`src/hw/rtl/calendar_date_counter_defines.svh`:
```
// Assertion macros used by the calendar date counter RTL.
`ifndef CALENDAR_DATE_COUNTER_DEFINES_SVH
`define CALENDAR_DATE_COUNTER_DEFINES_SVH

// Checked on every rising edge while the block is out of reset.
`define CDC_ASSERT(lbl, prop, msg) \
  lbl: assert property (@(posedge clk) disable iff (!rst_n) (prop)) else $error(msg);

// Checked on every rising edge, reset included.
`define CDC_ASSERT_ALWAYS(lbl, prop, msg) \
  lbl: assert property (@(posedge clk) (prop)) else $error(msg);

`endif

```
`src/hw/rtl/cdc_pkg.sv`:
```
// Types, codes and calendar helpers for the calendar date counter.
`default_nettype none
package cdc_pkg;

  localparam int OP_W    = 2;
  localparam int DAY_W   = 5;
  localparam int MONTH_W = 4;
  localparam int YEAR_W  = 14;
  localparam int COUNT_W = 12;
  localparam int STAT_W  = 2;

  typedef logic [OP_W-1:0]    op_t;
  typedef logic [DAY_W-1:0]   day_t;
  typedef logic [MONTH_W-1:0] month_t;
  typedef logic [YEAR_W-1:0]  year_t;
  typedef logic [COUNT_W-1:0] count_t;
  typedef logic [STAT_W-1:0]  status_t;

  localparam op_t OP_LOAD = 2'd0;
  localparam op_t OP_ADD  = 2'd1;
  localparam op_t OP_BACK = 2'd2;
  localparam op_t OP_CMP  = 2'd3;

  localparam status_t ST_OK      = 2'd0;
  localparam status_t ST_NO_DATE = 2'd1;
  localparam status_t ST_RANGE   = 2'd2;

  localparam year_t  YEAR_MIN      = 14'd1600;
  localparam year_t  YEAR_MAX      = 14'd9999;
  localparam count_t MAX_ADD_COUNT = 12'd4095;
  localparam month_t MONTHS        = 4'd12;
  localparam day_t   FEB_LEAP_LEN  = 5'd29;
  localparam day_t   DEC_LEN       = 5'd31;
  localparam month_t FEB           = 4'd2;

  // floor(y / 100) = (y * 5243) >> 19 for every 14-bit y.
  localparam logic [12:0] RECIP_100   = 13'd5243;
  localparam int          RECIP_SHIFT = 19;

  localparam day_t MONTH_LEN [12] = '{5'd31, 5'd28, 5'd31, 5'd30, 5'd31, 5'd30,
                                      5'd31, 5'd31, 5'd30, 5'd31, 5'd30, 5'd31};

  // Length of month m; zero for a month number outside 1 to 12.
  function automatic day_t days_in(month_t m, logic leap);
    day_t len;
    len = '0;
    if (m >= 4'd1 && m <= MONTHS) begin
      len = MONTH_LEN[4'(m - 4'd1)];
      if (m == FEB && leap) begin
        len = FEB_LEAP_LEN;
      end
    end
    return len;
  endfunction

endpackage
`default_nettype wire

```
`src/hw/rtl/cdc_in_if.sv`:
```
// Request channel of the calendar date counter.
`default_nettype none
interface cdc_in_if;
  import cdc_pkg::*;

  logic   valid;
  logic   ready;
  op_t    operation;
  day_t   day_in;
  month_t month_in;
  year_t  year_in;
  count_t day_count;

  modport source (output valid, operation, day_in, month_in, year_in, day_count,
                  input ready);
  modport sink   (input valid, operation, day_in, month_in, year_in, day_count,
                  output ready);
endinterface
`default_nettype wire

```
`src/hw/rtl/cdc_out_if.sv`:
```
// Result channel of the calendar date counter.
`default_nettype none
interface cdc_out_if;
  import cdc_pkg::*;

  logic    valid;
  logic    ready;
  day_t    day_out;
  month_t  month_out;
  year_t   year_out;
  logic    date_valid;
  logic    dates_equal;
  status_t status;

  modport source (output valid, day_out, month_out, year_out, date_valid, dates_equal,
                  status, input ready);
  modport sink   (input valid, day_out, month_out, year_out, date_valid, dates_equal,
                  status, output ready);
endinterface
`default_nettype wire

```
`src/hw/rtl/calendar_date_counter.sv`:
```
// Calendar date counter: holds one Gregorian date and applies one operation per request.
// Each request gives exactly one result, held on the result channel until it is taken; no new
// request is accepted from acceptance until the cycle after the result is taken. Load, step
// back and compare wait for the pipelined leap-year unit, then execute, then present. Add
// walks the date one month per cycle and waits for the leap-year unit again each time it
// crosses into a new year; day counts above 4095 are clamped to that largest count.
`default_nettype none
`include "calendar_date_counter_defines.svh"
module calendar_date_counter (
  input  wire logic clk,
  input  wire logic rst_n,
  cdc_in_if.sink    in_req,
  cdc_out_if.source out_rsp
);
  import cdc_pkg::*;

  localparam logic [2:0] S_IDLE = 3'd0;
  localparam logic [2:0] S_WAIT = 3'd1;
  localparam logic [2:0] S_EXEC = 3'd2;
  localparam logic [2:0] S_ADD  = 3'd3;
  localparam logic [2:0] S_OUT  = 3'd4;

  logic [2:0] state_r, state_nxt;
  logic       wait_r, wait_nxt;
  op_t        op_r, op_nxt;
  day_t       di_r, di_nxt;
  month_t     mi_r, mi_nxt;
  day_t       d_w_r, d_w_nxt;
  month_t     m_w_r, m_w_nxt;
  year_t      y_w_r, y_w_nxt;
  count_t     left_r, left_nxt;
  day_t       cur_day_r, cur_day_nxt;
  month_t     cur_month_r, cur_month_nxt;
  year_t      cur_year_r, cur_year_nxt;
  status_t    out_status_r, out_status_nxt;
  logic       out_eq_r, out_eq_nxt;
  day_t       out_day_r;
  month_t     out_month_r;
  year_t      out_year_r;

  logic       leap;
  logic       have;
  logic       finish;
  month_t     dim_m;
  day_t       dim;
  logic [5:0] to_next;
  year_t      y_inc;

  cdc_leap u_leap (
    .clk  (clk),
    .year (y_w_r),
    .leap (leap)
  );

  assign have  = (cur_month_r != '0);
  assign y_inc = 14'(y_w_r + 14'd1);

  // One month-length lookup serves every operation.
  always_comb begin
    if (state_r == S_ADD) begin
      dim_m = m_w_r;
    end else if (op_r == OP_LOAD) begin
      dim_m = mi_r;
    end else begin
      dim_m = 4'(cur_month_r - 4'd1);
    end
    dim     = days_in(dim_m, leap);
    to_next = 6'(dim) - 6'(d_w_r) + 6'd1;
  end

  always_comb begin
    state_nxt      = state_r;
    wait_nxt       = wait_r;
    op_nxt         = op_r;
    di_nxt         = di_r;
    mi_nxt         = mi_r;
    d_w_nxt        = d_w_r;
    m_w_nxt        = m_w_r;
    y_w_nxt        = y_w_r;
    left_nxt       = left_r;
    cur_day_nxt    = cur_day_r;
    cur_month_nxt  = cur_month_r;
    cur_year_nxt   = cur_year_r;
    out_status_nxt = out_status_r;
    out_eq_nxt     = out_eq_r;
    finish         = 1'b0;

    unique case (state_r)
      S_IDLE: begin
        if (in_req.valid) begin
          op_nxt   = in_req.operation;
          di_nxt   = in_req.day_in;
          mi_nxt   = in_req.month_in;
          d_w_nxt  = cur_day_r;
          m_w_nxt  = cur_month_r;
          left_nxt = (in_req.day_count > MAX_ADD_COUNT) ? MAX_ADD_COUNT : in_req.day_count;
          if (in_req.operation == OP_LOAD || in_req.operation == OP_CMP) begin
            y_w_nxt = in_req.year_in;
          end else begin
            y_w_nxt = cur_year_r;
          end
          wait_nxt  = 1'b0;
          state_nxt = S_WAIT;
        end
      end
      S_WAIT: begin
        // Wait here until the leap unit's registered flag reflects y_w_r.
        wait_nxt = 1'b1;
        if (wait_r) begin
          state_nxt = (op_r == OP_ADD && have) ? S_ADD : S_EXEC;
        end
      end
      S_EXEC: begin
        finish         = 1'b1;
        out_status_nxt = ST_OK;
        out_eq_nxt     = 1'b0;
        unique case (op_r)
          OP_LOAD: begin
            if (y_w_r >= YEAR_MIN && y_w_r <= YEAR_MAX && di_r != '0 && di_r <= dim) begin
              cur_day_nxt   = di_r;
              cur_month_nxt = mi_r;
              cur_year_nxt  = y_w_r;
            end else begin
              cur_day_nxt    = '0;
              cur_month_nxt  = '0;
              cur_year_nxt   = '0;
              out_status_nxt = ST_NO_DATE;
            end
          end
          OP_ADD: begin
            // A valid date goes through S_ADD; only the zero date lands here.
            out_status_nxt = ST_NO_DATE;
          end
          OP_BACK: begin
            if (!have) begin
              out_status_nxt = ST_NO_DATE;
            end else if (cur_day_r == 5'd1 && cur_month_r == 4'd1 && cur_year_r <= YEAR_MIN) begin
              out_status_nxt = ST_RANGE;
            end else if (cur_day_r > 5'd1) begin
              cur_day_nxt = 5'(cur_day_r - 5'd1);
            end else if (cur_month_r == 4'd1) begin
              cur_day_nxt   = DEC_LEN;
              cur_month_nxt = MONTHS;
              cur_year_nxt  = 14'(cur_year_r - 14'd1);
            end else begin
              cur_month_nxt = dim_m;
              cur_day_nxt   = dim;
            end
          end
          OP_CMP: begin
            if (!have) begin
              out_status_nxt = ST_NO_DATE;
            end else begin
              out_eq_nxt = (di_r == cur_day_r) && (mi_r == cur_month_r) &&
                           (y_w_r == cur_year_r);
            end
          end
          default: begin
            out_status_nxt = ST_NO_DATE;
          end
        endcase
      end
      S_ADD: begin
        out_eq_nxt = 1'b0;
        if (left_r >= 12'(to_next)) begin
          left_nxt = 12'(left_r - 12'(to_next));
          d_w_nxt  = 5'd1;
          if (m_w_r == MONTHS) begin
            m_w_nxt = 4'd1;
            if (y_inc > YEAR_MAX) begin
              finish         = 1'b1;
              out_status_nxt = ST_RANGE;
            end else begin
              // New year: wait for its leap flag before the next month.
              y_w_nxt   = y_inc;
              wait_nxt  = 1'b0;
              state_nxt = S_WAIT;
            end
          end else begin
            m_w_nxt = 4'(m_w_r + 4'd1);
          end
        end else begin
          finish         = 1'b1;
          out_status_nxt = ST_OK;
          cur_day_nxt    = 5'(d_w_r + 5'(left_r));
          cur_month_nxt  = m_w_r;
          cur_year_nxt   = y_w_r;
        end
      end
      S_OUT: begin
        if (out_rsp.ready) begin
          state_nxt = S_IDLE;
        end
      end
      default: begin
        state_nxt = S_IDLE;
      end
    endcase

    if (finish) begin
      state_nxt = S_OUT;
    end
  end

  always_ff @(posedge clk) begin
    if (!rst_n) begin
      state_r     <= S_IDLE;
      wait_r      <= 1'b0;
      cur_day_r   <= '0;
      cur_month_r <= '0;
      cur_year_r  <= '0;
    end else begin
      state_r     <= state_nxt;
      wait_r      <= wait_nxt;
      cur_day_r   <= cur_day_nxt;
      cur_month_r <= cur_month_nxt;
      cur_year_r  <= cur_year_nxt;
    end
  end

  always_ff @(posedge clk) begin
    op_r         <= op_nxt;
    di_r         <= di_nxt;
    mi_r         <= mi_nxt;
    d_w_r        <= d_w_nxt;
    m_w_r        <= m_w_nxt;
    y_w_r        <= y_w_nxt;
    left_r       <= left_nxt;
    out_status_r <= out_status_nxt;
    out_eq_r     <= out_eq_nxt;
    if (finish) begin
      out_day_r   <= cur_day_nxt;
      out_month_r <= cur_month_nxt;
      out_year_r  <= cur_year_nxt;
    end
  end

  assign in_req.ready        = (state_r == S_IDLE);
  assign out_rsp.valid       = (state_r == S_OUT);
  assign out_rsp.day_out     = out_day_r;
  assign out_rsp.month_out   = out_month_r;
  assign out_rsp.year_out    = out_year_r;
  assign out_rsp.date_valid  = (out_month_r != '0);
  assign out_rsp.dates_equal = out_eq_r;
  assign out_rsp.status      = out_status_r;

  `CDC_ASSERT(a_one_side, !(in_req.ready && out_rsp.valid), "request and result both open")
  `CDC_ASSERT(a_date_zero, (cur_month_r == '0) == (cur_day_r == '0), "partial zero date stored")
  `CDC_ASSERT(a_year_range, out_rsp.valid && out_rsp.date_valid |-> out_rsp.year_out >= YEAR_MIN && out_rsp.year_out <= YEAR_MAX, "result year out of range")
  `CDC_ASSERT(a_eq_ok, out_rsp.valid && out_rsp.dates_equal |-> out_rsp.status == ST_OK && out_rsp.date_valid, "equal flag with bad status")
  `CDC_ASSERT(a_fail_keeps, out_rsp.valid && $rose(out_rsp.valid) && out_rsp.status == ST_RANGE |-> $stable(cur_year_r), "range failure changed the date")

endmodule
`default_nettype wire

```
`src/hw/rtl/cdc_leap.sv`:
```
// Two-stage leap-year unit: reciprocal multiply for the century, then the rule.
`default_nettype none
module cdc_leap (
  input  wire logic          clk,
  input  wire cdc_pkg::year_t year,
  output logic               leap
);
  import cdc_pkg::*;

  year_t       yr_s1_r;
  logic [26:0] prod_r;
  logic        leap_r;

  logic [7:0]  cent;
  year_t       rem;
  logic        leap_nxt;

  always_ff @(posedge clk) begin
    yr_s1_r <= year;
    prod_r  <= 27'(year) * 27'(RECIP_100);
    leap_r  <= leap_nxt;
  end

  always_comb begin
    cent = 8'(prod_r >> RECIP_SHIFT);
    rem  = 14'(yr_s1_r - (14'(cent) * 14'd100));
    // Divisible by 4 but not by 100, or divisible by 400.
    leap_nxt = ((yr_s1_r[1:0] == 2'd0) && (rem != '0)) ||
               ((rem == '0) && (cent[1:0] == 2'd0));
  end

  assign leap = leap_r;

endmodule
`default_nettype wire
```
`src/flat_wrapper.sv`:
```
// flat-port wrapper written by rule: the top's interface ports become plain ports
module calendar_date_counter_flat import cdc_pkg::*;
  (clk, rst_n, in_req_valid, in_req_operation, in_req_day_in, in_req_month_in, in_req_year_in, in_req_day_count, in_req_ready, out_rsp_valid, out_rsp_day_out, out_rsp_month_out, out_rsp_year_out, out_rsp_date_valid, out_rsp_dates_equal, out_rsp_status, out_rsp_ready);
  cdc_in_if in_req_i ();
  cdc_out_if out_rsp_i ();
  input  wire logic clk;
  input  wire logic rst_n;
  input wire logic [$bits(in_req_i.valid)-1:0] in_req_valid;
  input wire logic [$bits(in_req_i.operation)-1:0] in_req_operation;
  input wire logic [$bits(in_req_i.day_in)-1:0] in_req_day_in;
  input wire logic [$bits(in_req_i.month_in)-1:0] in_req_month_in;
  input wire logic [$bits(in_req_i.year_in)-1:0] in_req_year_in;
  input wire logic [$bits(in_req_i.day_count)-1:0] in_req_day_count;
  output wire logic [$bits(in_req_i.ready)-1:0] in_req_ready;
  output wire logic [$bits(out_rsp_i.valid)-1:0] out_rsp_valid;
  output wire logic [$bits(out_rsp_i.day_out)-1:0] out_rsp_day_out;
  output wire logic [$bits(out_rsp_i.month_out)-1:0] out_rsp_month_out;
  output wire logic [$bits(out_rsp_i.year_out)-1:0] out_rsp_year_out;
  output wire logic [$bits(out_rsp_i.date_valid)-1:0] out_rsp_date_valid;
  output wire logic [$bits(out_rsp_i.dates_equal)-1:0] out_rsp_dates_equal;
  output wire logic [$bits(out_rsp_i.status)-1:0] out_rsp_status;
  input wire logic [$bits(out_rsp_i.ready)-1:0] out_rsp_ready;
  assign in_req_i.valid = in_req_valid;
  assign in_req_i.operation = in_req_operation;
  assign in_req_i.day_in = in_req_day_in;
  assign in_req_i.month_in = in_req_month_in;
  assign in_req_i.year_in = in_req_year_in;
  assign in_req_i.day_count = in_req_day_count;
  assign in_req_ready = in_req_i.ready;
  assign out_rsp_valid = out_rsp_i.valid;
  assign out_rsp_day_out = out_rsp_i.day_out;
  assign out_rsp_month_out = out_rsp_i.month_out;
  assign out_rsp_year_out = out_rsp_i.year_out;
  assign out_rsp_date_valid = out_rsp_i.date_valid;
  assign out_rsp_dates_equal = out_rsp_i.dates_equal;
  assign out_rsp_status = out_rsp_i.status;
  assign out_rsp_i.ready = out_rsp_ready;
  calendar_date_counter u_core (.clk(clk), .rst_n(rst_n), .in_req(in_req_i), .out_rsp(out_rsp_i));
endmodule
```
`config.mk`:
```
export PLATFORM = sky130hd
export DESIGN_NAME = calendar_date_counter_flat
export DESIGN_NICKNAME = d
export VERILOG_FILES = /design/src/hw/rtl/cdc_pkg.sv /design/src/hw/rtl/cdc_in_if.sv /design/src/hw/rtl/cdc_out_if.sv /design/src/hw/rtl/calendar_date_counter.sv /design/src/hw/rtl/cdc_leap.sv /design/src/flat_wrapper.sv
export VERILOG_INCLUDE_DIRS = /design/src /design/src/hw/rtl
export SDC_FILE = /design/constraint.sdc
export NUM_CORES = 1
export LEC_CHECK = 0
export ABC_AREA = 1
export BUFFER_PORTS_ARGS = -buffer_cell sky130_fd_sc_hd__buf_2
export CAP_MARGIN = 20
export CELL_PAD_IN_SITES_DETAIL_PLACEMENT = 1
export CELL_PAD_IN_SITES_GLOBAL_PLACEMENT = 2
export CORE_ASPECT_RATIO = 1.5
export CORE_MARGIN = 4
export CORE_UTILIZATION = 39
export CTS_BUF_LIST = sky130_fd_sc_hd__clkbuf_2
export DETAILED_ROUTE_END_ITERATION = 16
export PLACE_DENSITY = 0.81
export SLEW_MARGIN = 20
export SYNTH_ARGS = -nofsm -noshare
export SYNTH_HDL_FRONTEND = slang
export SYNTH_SLANG_ARGS = --single-unit
```
`constraint.sdc`:
```
create_clock -name clk -period 7.8 [get_ports clk]
set_input_delay 1.56 -clock clk [delete_from_list [all_inputs] [get_ports clk]]
set_output_delay 1.56 -clock clk [all_outputs]
set_load 0.02 [all_outputs]
```
==> qor.csv, run 1 <==
stage,metric,value,unit
clocking,maximum level of the CTS H-tree,4,
clocking,number of buffers added by the clock tree synthesis step,17,
layout,final core area utilization,43.1,%
timing,final hold violations,0,
logic_synthesis,most common cell in the synthesized netlist,nand2_1,
setup_path,critical path class,reg2reg,
timing,clock skew after layout,0.0641,ns
setup_path,Worst Path Required,8.52,ns
clocking,PostCTS Resize Cnt,0,
place,HPWL after detailed placement,35.8,mm
layout,share of layout cells above drive strength 1,10.3,%
timing,tightest slew margin relative to the limit,41.0,%
logic_synthesis,most instantiated cells after synthesis,"269 x nand2_1, 250 x inv_1, 188 x ha_1, 107 x nand3_1, 85 x nor2_1",
setup_path,endpoint kind of the worst setup timing path,register,
logic_synthesis,number of nets produced by synthesis,1812,
timing,minimum setup slack in the final design,1.60,ns
floorplanning,effective utilization at floorplan,39.8,%
timing,ratio of final minimum period to clock period,79.5,%
logic_synthesis,share of synthesized registers carrying an async set or reset,0,%
logic_synthesis,"Primary FF master, synth",edfxtp_1,
logic_synthesis,number of instances in the synthesized netlist,1514,
timing,unrepaired setup endpoints after global routing,false,
floorplanning,area of the core,31200,um^2
logic_synthesis,cell taking the most area after synthesis,ha_1,
floorplanning,width of the die,154,um
setup_path,crit-path most repeated cell,nand2_1,
global_routing,GR Overflow Total,0,
layout,Layout Nets,1884,
setup_path,"Arr. time, crit path",6.92,ns
route,number of DRC violations after detailed routing,0,
clocking,number of sinks on the clock net,122,
route,routed vias/inst,5.42,
worst_hold_path,Hold Path Stages,2,
clocking,hold buffer count at CTS,0,
timing,fmax,0.161,GHz
setup_path,critical-path cell with the highest stage delay,edfxtp_1,
logic_synthesis,sequential-to-total area share from yosys stat,25.4,%
route,total wire length after detailed routing,43.5,mm
route,antenna-violating nets left,0,
route,first-pass iteration count of the detailed router,6,
clocking,clk slew on worst S/H paths,0.22,ns
setup_path,CP startpoint kind,register,
logic_synthesis,number of library cell types mapped by synthesis,59,
setup_path,highest cell delay on the worst timing path,0.74,ns
global_routing,maximum number of pins on one net before global-route repair,36,
logic_synthesis,"EDFF count, synth",72,
global_routing,vias in the first global route,11800,
logic_synthesis,flip-flop and latch count after synthesis,122,
route,average wire length per cell after detail routing,21.7,um
setup_path,maximum fanout encountered on the critical timing path,24,
floorplanning,full die area,34900,um^2
clocking,number of buffers on the longest clock path,2,
timing,minimum period implied by the final worst setup slack,6.20,ns
floorplanning,die height,227,um
timing,worst-case hold slack,0.482,ns
layout,P&R area growth vs syn,8.39,%
run_status,result of the run,finished clean,
global_routing,first-pass GRT wire length,67.0,mm
global_routing,initial antenna violation count,3,
logic_synthesis,total of warnings raised by yosys,0,
global_routing,global router's overall resource usage,25.3,%
logic_synthesis,Synth top area share,18.9,%
clocking,master cell of the clock root buffer,clkbuf_2,
route,overall via count from detail_route,10900,
floorplanning,ports placed on the boundary,70,
timing,fin. max-slew vios,0,
timing,final setup violating endpoints,0,
setup_path,Worst R2R Path Depth,29,
clocking,clock latency at the later pin of the worst-skew pair,0.83,ns
clocking,post-CTS setup buffers,0,
worst_hold_path,path category of the worst min-delay check,reg2reg,
place,setup slack at placement,1.25,ns
place,Port Buf Inserts,69,
clocking,clock tree from TritonCTS,built,
logic_synthesis,mean instance size in the synthesized netlist,8.21,um^2
logic_synthesis,cell types occupying the most area after synthesis,"ha_1 19%, edfxtp_1 17%, fa_1 11%",
route,detailed router's first-iteration violation count,440,
timing,Tightest Pin Transition,0.885,ns
place,GP Congestion,0.980,
timing,setup TNS,0,ns
logic_synthesis,post-synthesis instance area,12400,um^2
run,Max-Cap Viols,0,
floorplanning,total number of placement rows,79,
-- layer usage --
layer | vias to the layer above | wire [um] | GRT usage [%]
met4 | 0 | 2450 | 13.6
met1 | 5354 | 15600 | 25.7
met5 | - | 0 | 0
met2 | 217 | 24200 | 49.2
met3 | 105 | 1260 | 3.84
li1 | 5200 | - | -
-- cell usage in the layout, fill, tap and decap left out, types with 6 or more instances in the layout --
master,instances
a211oi_1,6
a21oi_1,67
a22oi_1,27
a31oi_1,19
buf_2,69
buf_4,9
clkbuf_2,18
clkinv_1,6
clkinv_2,7
dfxtp_1,50
edfxtp_1,72
fa_1,69
ha_1,188
inv_1,250
inv_2,13
nand2_1,268
nand2_2,9
nand3_1,107
nand3_2,7
nand4_1,15
nor2_1,85
nor3_1,21
nor4_1,6
o211ai_1,6
o21ai_0,64
o21bai_1,7
o22ai_1,23
xnor2_1,17
xor2_1,33
-- final cells by class --
type | count | area [um^2]
Timing Repair Buffer | 78 | 413
Multi-Input combinational cell | 1098 | 8150
Sequential cell | 122 | 3160
Clock buffer | 18 | 90.1
Antenna cell | 2 | 5.00
Inverter | 269 | 1010
Fill cell | 3920 | 17800
Clock inverter | 14 | 131
Tap cell | 405 | 507
-- stage by stage --
step | instance area (um^2) | instances
2_1_floorplan | 12400 | 1514
3_3_place_gp | 13200 | 1972
3_5_place_dp | 13200 | 1972
4_1_cts | 13500 | 2004
5_1_grt | 13500 | 2006
6_report | 13500 | 2006
-- sequential cells by signal (all words and copies together), names as in the netlist, 5 cells and up --
register	cells
u_core.d_w_r	5
u_core.out_rsp.day_out	5
u_core.left_r	12
u_core.u_leap.prod_r	9
u_core.di_r	5
u_core.u_leap.yr_s1_r	13
u_core.y_w_r	14
u_core.out_rsp.year_out	14
u_core.cur_day_r	5
u_core.cur_year_r	14
-- worst paths after layout --
| path | start | end | slack (ns) |
|---|---|---|---|
| max reg2reg | u_core.op_r[0]$_DFFE_PP_ | u_core.state_r[2]$_SDFFE_PN0P_ | 1.60 |
| min reg2reg | u_core.wait_r$_SDFFE_PN0P_ | u_core.wait_r$_SDFFE_PN0P_ | 0.48 |
| max | u_core.op_r[0]$_DFFE_PP_ | u_core.state_r[2]$_SDFFE_PN0P_ | 1.60 |
| min | u_core.wait_r$_SDFFE_PN0P_ | u_core.wait_r$_SDFFE_PN0P_ | 0.48 |
-- critical path: cells and delay by family, from the launching register on --
family          cells  cell delay [ns]
simple gates       17             2.64
fa+ha+maj           4             1.25
buf+inv             5             0.93
flops               1             0.74
compound gates      2             0.40
xor+xnor            1             0.15
-- cell families after synthesis --
| group | share of synthesized area, % |
|---|---|
| adder cells (fa/ha/maj) | 30.0 |
| flip-flops | 25.4 |
| buffers and inverters | 9.05 |
| XOR/XNOR | 3.52 |
| AO/OA/AOI/OAI | 11.7 |
| AND/OR/NAND/NOR | 20.3 |
Power of run 1 is not shown: default switching activity piles up to over one toggle a cycle in this logic, so the estimate is an artifact.
==> run 2: changes to the inputs <==
- ABC_AREA: 1 -> 0
- CORE_UTILIZATION: 39 -> 41
- clock period: 7.8 -> 6.1 ns (I/O delays scaled with it)
==> qor.csv, run 2 <==
stage,metric,value,unit,change
clocking,number of buffers added by the clock tree synthesis step,17,,unchanged
timing,ratio of final minimum period to clock period,94.3,%,+15 points
run_status,result of the run,finished clean,,
global_routing,vias in the first global route,10800,,-8.9%
setup_path,Critical R2R Capture,u_core.out_rsp.day_out[0]$_DFFE_PP_,,
route,overall via count from detail_route,9752,,-10%
setup_path,Worst Path Required,6.69,ns,-1.83 ns
clocking,number of sinks on the clock net,122,,unchanged
route,average wire length per cell after detail routing,22.4,um,+3.5%
global_routing,GR Overflow Total,0,,unchanged
run,Max-Cap Viols,0,,unchanged
clocking,hold buffer count at CTS,0,,unchanged
timing,fmax,0.174,GHz,+7.8%
layout,P&R area growth vs syn,10.2,%,
logic_synthesis,sequential-to-total area share from yosys stat,26.5,%,+1.0 points
worst_hold_path,path category of the worst min-delay check,reg2reg,,
logic_synthesis,cell taking the most area after synthesis,ha_1,,
logic_synthesis,"EDFF count, synth",72,,unchanged
timing,fin. max-slew vios,0,,unchanged
place,HPWL after detailed placement,32.7,mm,-8.5%
power,maximum ir drop on the vdd rail,0.317,mV,
setup_path,critical path class,reg2reg,,
clocking,clock latency at the later pin of the worst-skew pair,0.80,ns,-0.03 ns
logic_synthesis,total of warnings raised by yosys,0,,unchanged
logic_synthesis,share of synthesized registers carrying an async set or reset,0,%,unchanged
timing,tightest slew margin relative to the limit,34.3,%,-6.7 points
layout,share of layout cells above drive strength 1,12.7,%,+2.4 points
timing,final hold violations,0,,unchanged
logic_synthesis,cell types occupying the most area after synthesis,"ha_1 20%, edfxtp_1 18%, fa_1 12%",,
timing,worst-case hold slack,0.441,ns,-0.0408 ns
floorplanning,ports placed on the boundary,70,,unchanged
power,Pwr Total,5.93,mW,
setup_path,CP startpoint kind,register,,
layout,final instance area,13200,um^2,-2.2%
logic_synthesis,number of instances in the synthesized netlist,1272,,-16%
timing,final setup violating endpoints,0,,unchanged
clocking,post-CTS setup buffers,0,,unchanged
route,number of DRC violations after detailed routing,0,,unchanged
layout,count of filler cells inserted in the layout,3390,,-14%
power,Leakage Power,6.05,nW,
clocking,clk slew on worst S/H paths,0.20,ns,-0.02 ns
clocking,maximum level of the CTS H-tree,4,,unchanged
floorplanning,die height,217,um,-4.2%
place,GP Congestion,0.907,,-7.4%
floorplanning,width of the die,147,um,-4.1%
layout,area of the multi-input gates,7960,um^2,-2.3%
timing,Tightest Pin Transition,0.982,ns,+0.0969 ns
global_routing,global router's overall resource usage,25.2,%,-0.090 points
layout,Reg area,3160,um^2,unchanged
setup_path,maximum fanout encountered on the critical timing path,18,,-25%
setup_path,flop2flop setup slack,0.35,ns,-1.25 ns
logic_synthesis,number of library cell types mapped by synthesis,84,,+42%
logic_synthesis,flip-flop and latch count after synthesis,122,,unchanged
logic_synthesis,number of nets produced by synthesis,1570,,-13%
logic_synthesis,post-synthesis instance area,12000,um^2,-3.8%
floorplanning,area of the core,28700,um^2,-8.1%
global_routing,first-pass GRT wire length,61.2,mm,-8.7%
global_routing,maximum number of pins on one net before global-route repair,34,,-5.6%
setup_path,CP Launch Point,u_core.cur_month_r[0]$_SDFF_PN0_,,
timing,minimum period implied by the final worst setup slack,5.75,ns,-0.447 ns
timing,unrepaired setup endpoints after global routing,false,,
layout,Layout Nets,1651,,-12%
place,placed cell areas,12900,um^2,-2.3%
power,total power divided by cell area,450,nW/um^2,
setup_path,source of the worst register-to-register timing path,u_core.cur_month_r[0]$_SDFF_PN0_,,
logic_synthesis,"Primary FF master, synth",edfxtp_1,,
global_routing,initial antenna violation count,1,,-2
layout,"most common cell after layout, fill and taps aside",ha_1,,
route,total wire length after detailed routing,39.4,mm,-9.3%
floorplanning,effective utilization at floorplan,41.6,%,+1.8 points
logic_synthesis,most instantiated cells after synthesis,"188 x ha_1, 173 x inv_1, 99 x nand2_1, 72 x edfxtp_1, 69 x fa_1",,
floorplanning,total number of placement rows,76,,-3.8%
route,routed vias/inst,5.55,,+2.3%
setup_path,"Arr. time, crit path",6.34,ns,-0.58 ns
timing,setup TNS,0,ns,unchanged
route,detailed router's first-iteration violation count,411,,-6.6%
clocking,number of buffers on the longest clock path,2,,unchanged
floorplanning,full die area,32000,um^2,-8.2%
clocking,clock tree from TritonCTS,built,,
layout,"top library cells by usage in the layout, fill and taps aside","188 x ha_1, 173 x inv_1, 99 x nand2_1",,
setup_path,Worst R2R Path Depth,21,,-28%
timing,clock skew after layout,0.0465,ns,-0.0176 ns
logic_synthesis,most common cell in the synthesized netlist,ha_1,,
place,Port Buf Inserts,69,,unchanged
setup_path,endpoint kind of the worst setup timing path,register,,
logic_synthesis,Synth top area share,19.7,%,+0.75 points
layout,final core area utilization,45.9,%,+2.7 points
route,first-pass iteration count of the detailed router,5,,-1
route,antenna-violating nets left,0,,unchanged
logic_synthesis,mean instance size in the synthesized netlist,9.40,um^2,+14%
clocking,master cell of the clock root buffer,clkbuf_2,,
layout,leading registers by flop count,"u_core.cur_year_r (14), u_core.out_rsp.year_out (14), u_core.y_w_r (14)",,
setup_path,crit path to,u_core.out_rsp.day_out[0]$_DFFE_PP_,,
==> run 2: changes by cell type in the layout (fill, tap and decap cells not counted), sizes merged, moves of 18 or more <==
cell | previous run | this run
nand3 | 116 | 21
and2 | 2 | 20
xnor2 | 17 | 38
buf | 78 | 112
inv | 264 | 174
nand2 | 280 | 99
nor2 | 95 | 59
==> run 2: worst min-delay path by stage <==
stage                                    startpoint                         end  slack, ns  depth (start not counted)
finish              u_core.u_leap.prod_r[0]$_DFF_P_  u_core.u_leap.leap$_DFF_P_       0.44                          1
detailed placement  u_core.u_leap.prod_r[0]$_DFF_P_  u_core.u_leap.leap$_DFF_P_       0.42                          1
global placement    u_core.u_leap.prod_r[0]$_DFF_P_  u_core.u_leap.leap$_DFF_P_       0.41                          1
floorplan           u_core.u_leap.prod_r[0]$_DFF_P_  u_core.u_leap.leap$_DFF_P_       0.39                          1
CTS                 u_core.u_leap.prod_r[0]$_DFF_P_  u_core.u_leap.leap$_DFF_P_       0.44                          1
global route        u_core.u_leap.prod_r[0]$_DFF_P_  u_core.u_leap.leap$_DFF_P_       0.47                          1
==> run 2: logic make-up (layout without fill, tap and decap cells) <==
kind of cell / after synthesis / count (layout) / synth area share [%]
AND/OR/NAND/NOR: 321 / 321 / 13.6
adder cells (fa/ha/maj): 257 / 257 / 31.2
AO/OA/AOI/OAI: 257 / 257 / 14.5
buffers and inverters: 223 / 317 / 7.29
flip-flops: 122 / 122 / 26.5
XOR/XNOR: 75 / 75 / 5.50
multiplexers: 17 / 17 / 1.45
other: 0 / 2 / 0
==> run 2: what timing repair did <==
item,4_1_cts,5_1_grt
endpoints found under the setup margin,0,43
endpoints found under the hold margin,0,0
resized for setup,0,6
==> run 2: layer usage <==
| layer | track usage [%] | routed length, um | up-vias |
|---|---|---|---|
| li1 | - | - | 4599 |
| met5 | 0 | 0 | - |
| met2 | 50.4 | 22200 | 180 |
| met4 | 12.3 | 2070 | 0 |
| met3 | 3.02 | 788 | 103 |
| met1 | 25.3 | 14300 | 4870 |
==> run 2: cell type report <==
type	instances	share of cell area, %
antenna	2	0.0380
multi-input combinational	927	60.5
timing repair buffer	112	5.26
clock buffer	21	0.798
tap	390	3.71
inverter	173	4.93
clock inverter	11	0.789
sequential	122	24.0
==> run 2: power breakdown <==
group	switching [mW]	internal, mW	leakage [nW]
registers	0.106	0.968	1.10
logic	2.43	1.91	4.81
clock network	0.322	0.187	0.138
total	2.86	3.06	6.05
==> run 2: critical path, cell delays in order (launching register included) <==
cell and delay (ns):
dfxtp_1 0.50, inv_1 0.12, ha_1 0.22, xnor2_1 0.14, a211oi_1 0.35, nor2_1 0.15
a211o_1 0.29, o21ai_0 0.12, inv_1 0.12, ha_1 0.33, fa_1 0.47, a21o_1 0.20
a21oi_1 0.17, xnor2_1 0.16, ha_1 0.31, nand3_1 0.17, o221ai_2 0.15, or4_4 0.60
a21o_2 0.40, a22o_1 0.28, a31o_2 0.23, o31a_1 0.10
==> run 2: metrics by stage <==
step,cells,setup slack (ns)
6_report,1758,0.347
5_1_grt,1757,0.0426
4_1_cts,1756,0.126
3_5_place_dp,1724,0.115
3_3_place_gp,1724,0.248
2_1_floorplan,1272,0.290
(Power assumes the default switching activity.)
==> run 3: changes to the inputs <==
- SYNTH_HIERARCHICAL: not set -> 1
==> qor.csv, run 3 <==
stage,metric,value,unit,change
power,maximum ir drop on the vdd rail,0.289,mV,-9.1%
floorplanning,total number of placement rows,77,,+1.3%
layout,P&R area growth vs syn,9.40,%,
logic_synthesis,most common cell in the synthesized netlist,inv_1,,
timing,unrepaired setup endpoints after global routing,false,,
clocking,number of sinks on the clock net,122,,unchanged
timing,fin. max-slew vios,0,,unchanged
setup_path,maximum fanout encountered on the critical timing path,12,,-6
timing,minimum period implied by the final worst setup slack,5.74,ns,-0.0100 ns
timing,tightest slew margin relative to the limit,27.5,%,-6.8 points
setup_path,flop2flop setup slack,0.36,ns,about the same
setup_path,CP Launch Point,u_core/cur_month_r[1]$_SDFF_PN0_,,
floorplanning,die height,221,um,+1.8%
logic_synthesis,number of instances in the synthesized netlist,1328,,+4.4%
setup_path,source of the worst register-to-register timing path,u_core/cur_month_r[1]$_SDFF_PN0_,,
setup_path,endpoint kind of the worst setup timing path,register,,
setup_path,Worst Path Required,6.69,ns,about the same
clocking,clk slew on worst S/H paths,0.20,ns,about the same
global_routing,first-pass GRT wire length,64.6,mm,+5.5%
floorplanning,ports placed on the boundary,70,,unchanged
worst_hold_path,Hold Crit Start,u_core/u_leap/prod_r[0]$_DFF_P_,,
timing,setup TNS,0,ns,unchanged
route,total wire length after detailed routing,41.8,mm,+5.9%
floorplanning,width of the die,150,um,+1.8%
setup_path,CP startpoint kind,register,,
setup_path,Critical R2R Capture,u_core/out_rsp.day_out[1]$_DFFE_PP_,,
clocking,number of buffers added by the clock tree synthesis step,17,,unchanged
layout,"most common cell after layout, fill and taps aside",inv_1,,
logic_synthesis,number of nets produced by synthesis,1605,,+2.2%
power,total power divided by cell area,505,nW/um^2,+12%
layout,final core area utilization,45.8,%,-0.11 points
layout,Layout Nets,1661,,+0.61%
global_routing,GR Overflow Total,0,,unchanged
worst_hold_path,path category of the worst min-delay check,reg2reg,,
clocking,number of buffers on the longest clock path,2,,unchanged
clocking,maximum level of the CTS H-tree,4,,unchanged
place,placed cell areas,13300,um^2,+2.5%
logic_synthesis,most instantiated cells after synthesis,"168 x inv_1, 167 x ha_1, 82 x nand2_1, 72 x edfxtp_1, 69 x fa_1",,
route,overall via count from detail_route,10500,,+8.1%
logic_synthesis,flip-flop and latch count after synthesis,122,,unchanged
global_routing,maximum number of pins on one net before global-route repair,36,,+5.9%
logic_synthesis,cell taking the most area after synthesis,edfxtp_1,,
route,detailed router's first-iteration violation count,720,,+75%
layout,count of filler cells inserted in the layout,3519,,+3.8%
floorplanning,full die area,33200,um^2,+3.7%
timing,fmax,0.174,GHz,+0.17%
layout,leading registers by flop count,"u_core/cur_year_r (14), u_core/out_rsp.year_out (14), u_core/y_w_r (14)",,
clocking,post-CTS setup buffers,0,,unchanged
setup_path,crit path to,u_core/out_rsp.day_out[1]$_DFFE_PP_,,
power,Pwr Total,6.85,mW,+16%
setup_path,Worst R2R Path Depth,19,,-9.5%
power,Leakage Power,6.06,nW,+0.23%
timing,ratio of final minimum period to clock period,94.2,%,-0.16 points
global_routing,vias in the first global route,11400,,+5.7%
logic_synthesis,Synth top area share,17.4,%,-2.3 points
floorplanning,effective utilization at floorplan,41.8,%,+0.20 points
clocking,hold buffer count at CTS,0,,unchanged
clocking,clock latency at the later pin of the worst-skew pair,0.83,ns,+0.03 ns
logic_synthesis,total of warnings raised by yosys,6,,+6
clocking,clock tree from TritonCTS,built,,
logic_synthesis,mean instance size in the synthesized netlist,9.35,um^2,-0.55%
timing,Tightest Pin Transition,1.08,ns,+0.0952 ns
setup_path,"Arr. time, crit path",6.33,ns,about the same
logic_synthesis,sequential-to-total area share from yosys stat,25.5,%,-0.98 points
logic_synthesis,cell types occupying the most area after synthesis,"edfxtp_1 17%, ha_1 17%, fa_1 11%",,
floorplanning,area of the core,29700,um^2,+3.3%
place,GP Congestion,0.921,,+1.6%
run,Max-Cap Viols,0,,unchanged
place,Port Buf Inserts,69,,unchanged
layout,final instance area,13600,um^2,+3.1%
route,first-pass iteration count of the detailed router,6,,+1
clocking,PostCTS Resize Cnt,0,,unchanged
logic_synthesis,post-synthesis instance area,12400,um^2,+3.8%
clocking,master cell of the clock root buffer,clkbuf_2,,
layout,share of layout cells above drive strength 1,12.8,%,+0.15 points
setup_path,critical path class,reg2reg,,
layout,"top library cells by usage in the layout, fill and taps aside","168 x inv_1, 167 x ha_1, 82 x nand2_1",,
route,average wire length per cell after detail routing,23.3,um,+3.8%
timing,clock skew after layout,0.0459,ns,-0.000613 ns
run_status,result of the run,finished clean,,
route,routed vias/inst,5.88,,+6.0%
timing,final setup violating endpoints,0,,unchanged
logic_synthesis,"EDFF count, synth",72,,unchanged
logic_synthesis,"Primary FF master, synth",edfxtp_1,,
logic_synthesis,share of synthesized registers carrying an async set or reset,0,%,unchanged
logic_synthesis,number of library cell types mapped by synthesis,95,,+13%
global_routing,global router's overall resource usage,25.5,%,+0.26 points
timing,final hold violations,0,,unchanged
route,antenna-violating nets left,0,,unchanged
global_routing,initial antenna violation count,1,,unchanged
place,HPWL after detailed placement,33.5,mm,+2.4%
route,number of DRC violations after detailed routing,0,,unchanged
[run 3: area by class of cell]
| cell class | count | area (um^2) | area share, % |
|---|---|---|---|
| flip-flops and latches | 122 | 3160 | 23.3 |
| repair buffers | 108 | 651 | 4.79 |
| well taps | 395 | 494 | 3.64 |
| multi-input cells | 967 | 8330 | 61.3 |
| clock buffers | 17 | 85.1 | 0.627 |
| diodes | 1 | 2.50 | 0.0184 |
| inverters | 168 | 631 | 4.64 |
| clock inverters | 15 | 221 | 1.63 |
[run 3: worst min-delay path by stage]
stage,endpoint,cells after the start
6_report,u_core/u_leap/leap$_DFF_P_,1
2_1_floorplan,u_core/u_leap/leap$_DFF_P_,1
5_1_grt,u_core/mi_r[1]$_DFFE_PP_,1
3_3_place_gp,u_core/u_leap/leap$_DFF_P_,1
4_1_cts,u_core/u_leap/leap$_DFF_P_,1
3_5_place_dp,u_core/u_leap/leap$_DFF_P_,1
[run 3: power by group]
| part | switching [mW] | leakage (nW) | internal (mW) | total [mW] |
|---|---|---|---|---|
| Combinational | 2.91 | 4.79 | 2.21 | 5.12 |
| Sequential | 0.103 | 1.10 | 0.959 | 1.06 |
| Clock | 0.357 | 0.172 | 0.313 | 0.670 |
| Total | 3.37 | 6.06 | 3.48 | 6.85 |
[run 3: critical path: stages (launching register included)]
cell and delay (ns):
dfxtp_1 0.49, inv_1 0.11, ha_1 0.30, xnor2_1 0.17
a211o_1 0.36, a22o_1 0.23, mux2i_1 0.19, inv_1 0.11
ha_1 0.33, fa_1 0.47, a21o_1 0.18, a21oi_1 0.17
xnor2_1 0.14, ha_1 0.32, and3_1 0.23, a221o_1 0.46
or3_4 0.51, a22oi_1 0.21, o22ai_1 0.12, or3_1 0.39
[run 3: metal layers]
metal	up-vias	part of all wire (%)	track usage [%]	routed length (um)
li1	4876	-	-	-
met1	5304	36	26.4	15000
met2	266	56	49.0	23300
met3	97	3.2	3.70	1350
met4	0	5.0	12.1	2110
met5	-	0	0	0
[run 3: metrics by stage]
stage	instances	hold slack, ns	setup WS [ns]
2_1_floorplan	1328	0.368	0.522
3_3_place_gp	1760	0.396	0.561
3_5_place_dp	1760	0.389	0.409
4_1_cts	1792	0.402	0.373
5_1_grt	1793	0.447	0.0360
6_report	1793	0.389	0.357
[run 3: cells by family (layout without fill, tap and decap cells)]
| logic type | count (synthesis) | in the layout | share of synthesized area (%) |
|---|---|---|---|
| and+or+nand+nor | 328 | 328 | 14.1 |
| xor gates and xnor gates | 78 | 78 | 5.62 |
| DFF | 122 | 122 | 25.5 |
| muxes | 19 | 19 | 1.56 |
| adders and majority gates | 236 | 236 | 28.0 |
| AOI/OAI and AO/OA | 306 | 306 | 17.7 |
| other | 0 | 1 | 0 |
| buffers and inverters | 239 | 308 | 7.54 |
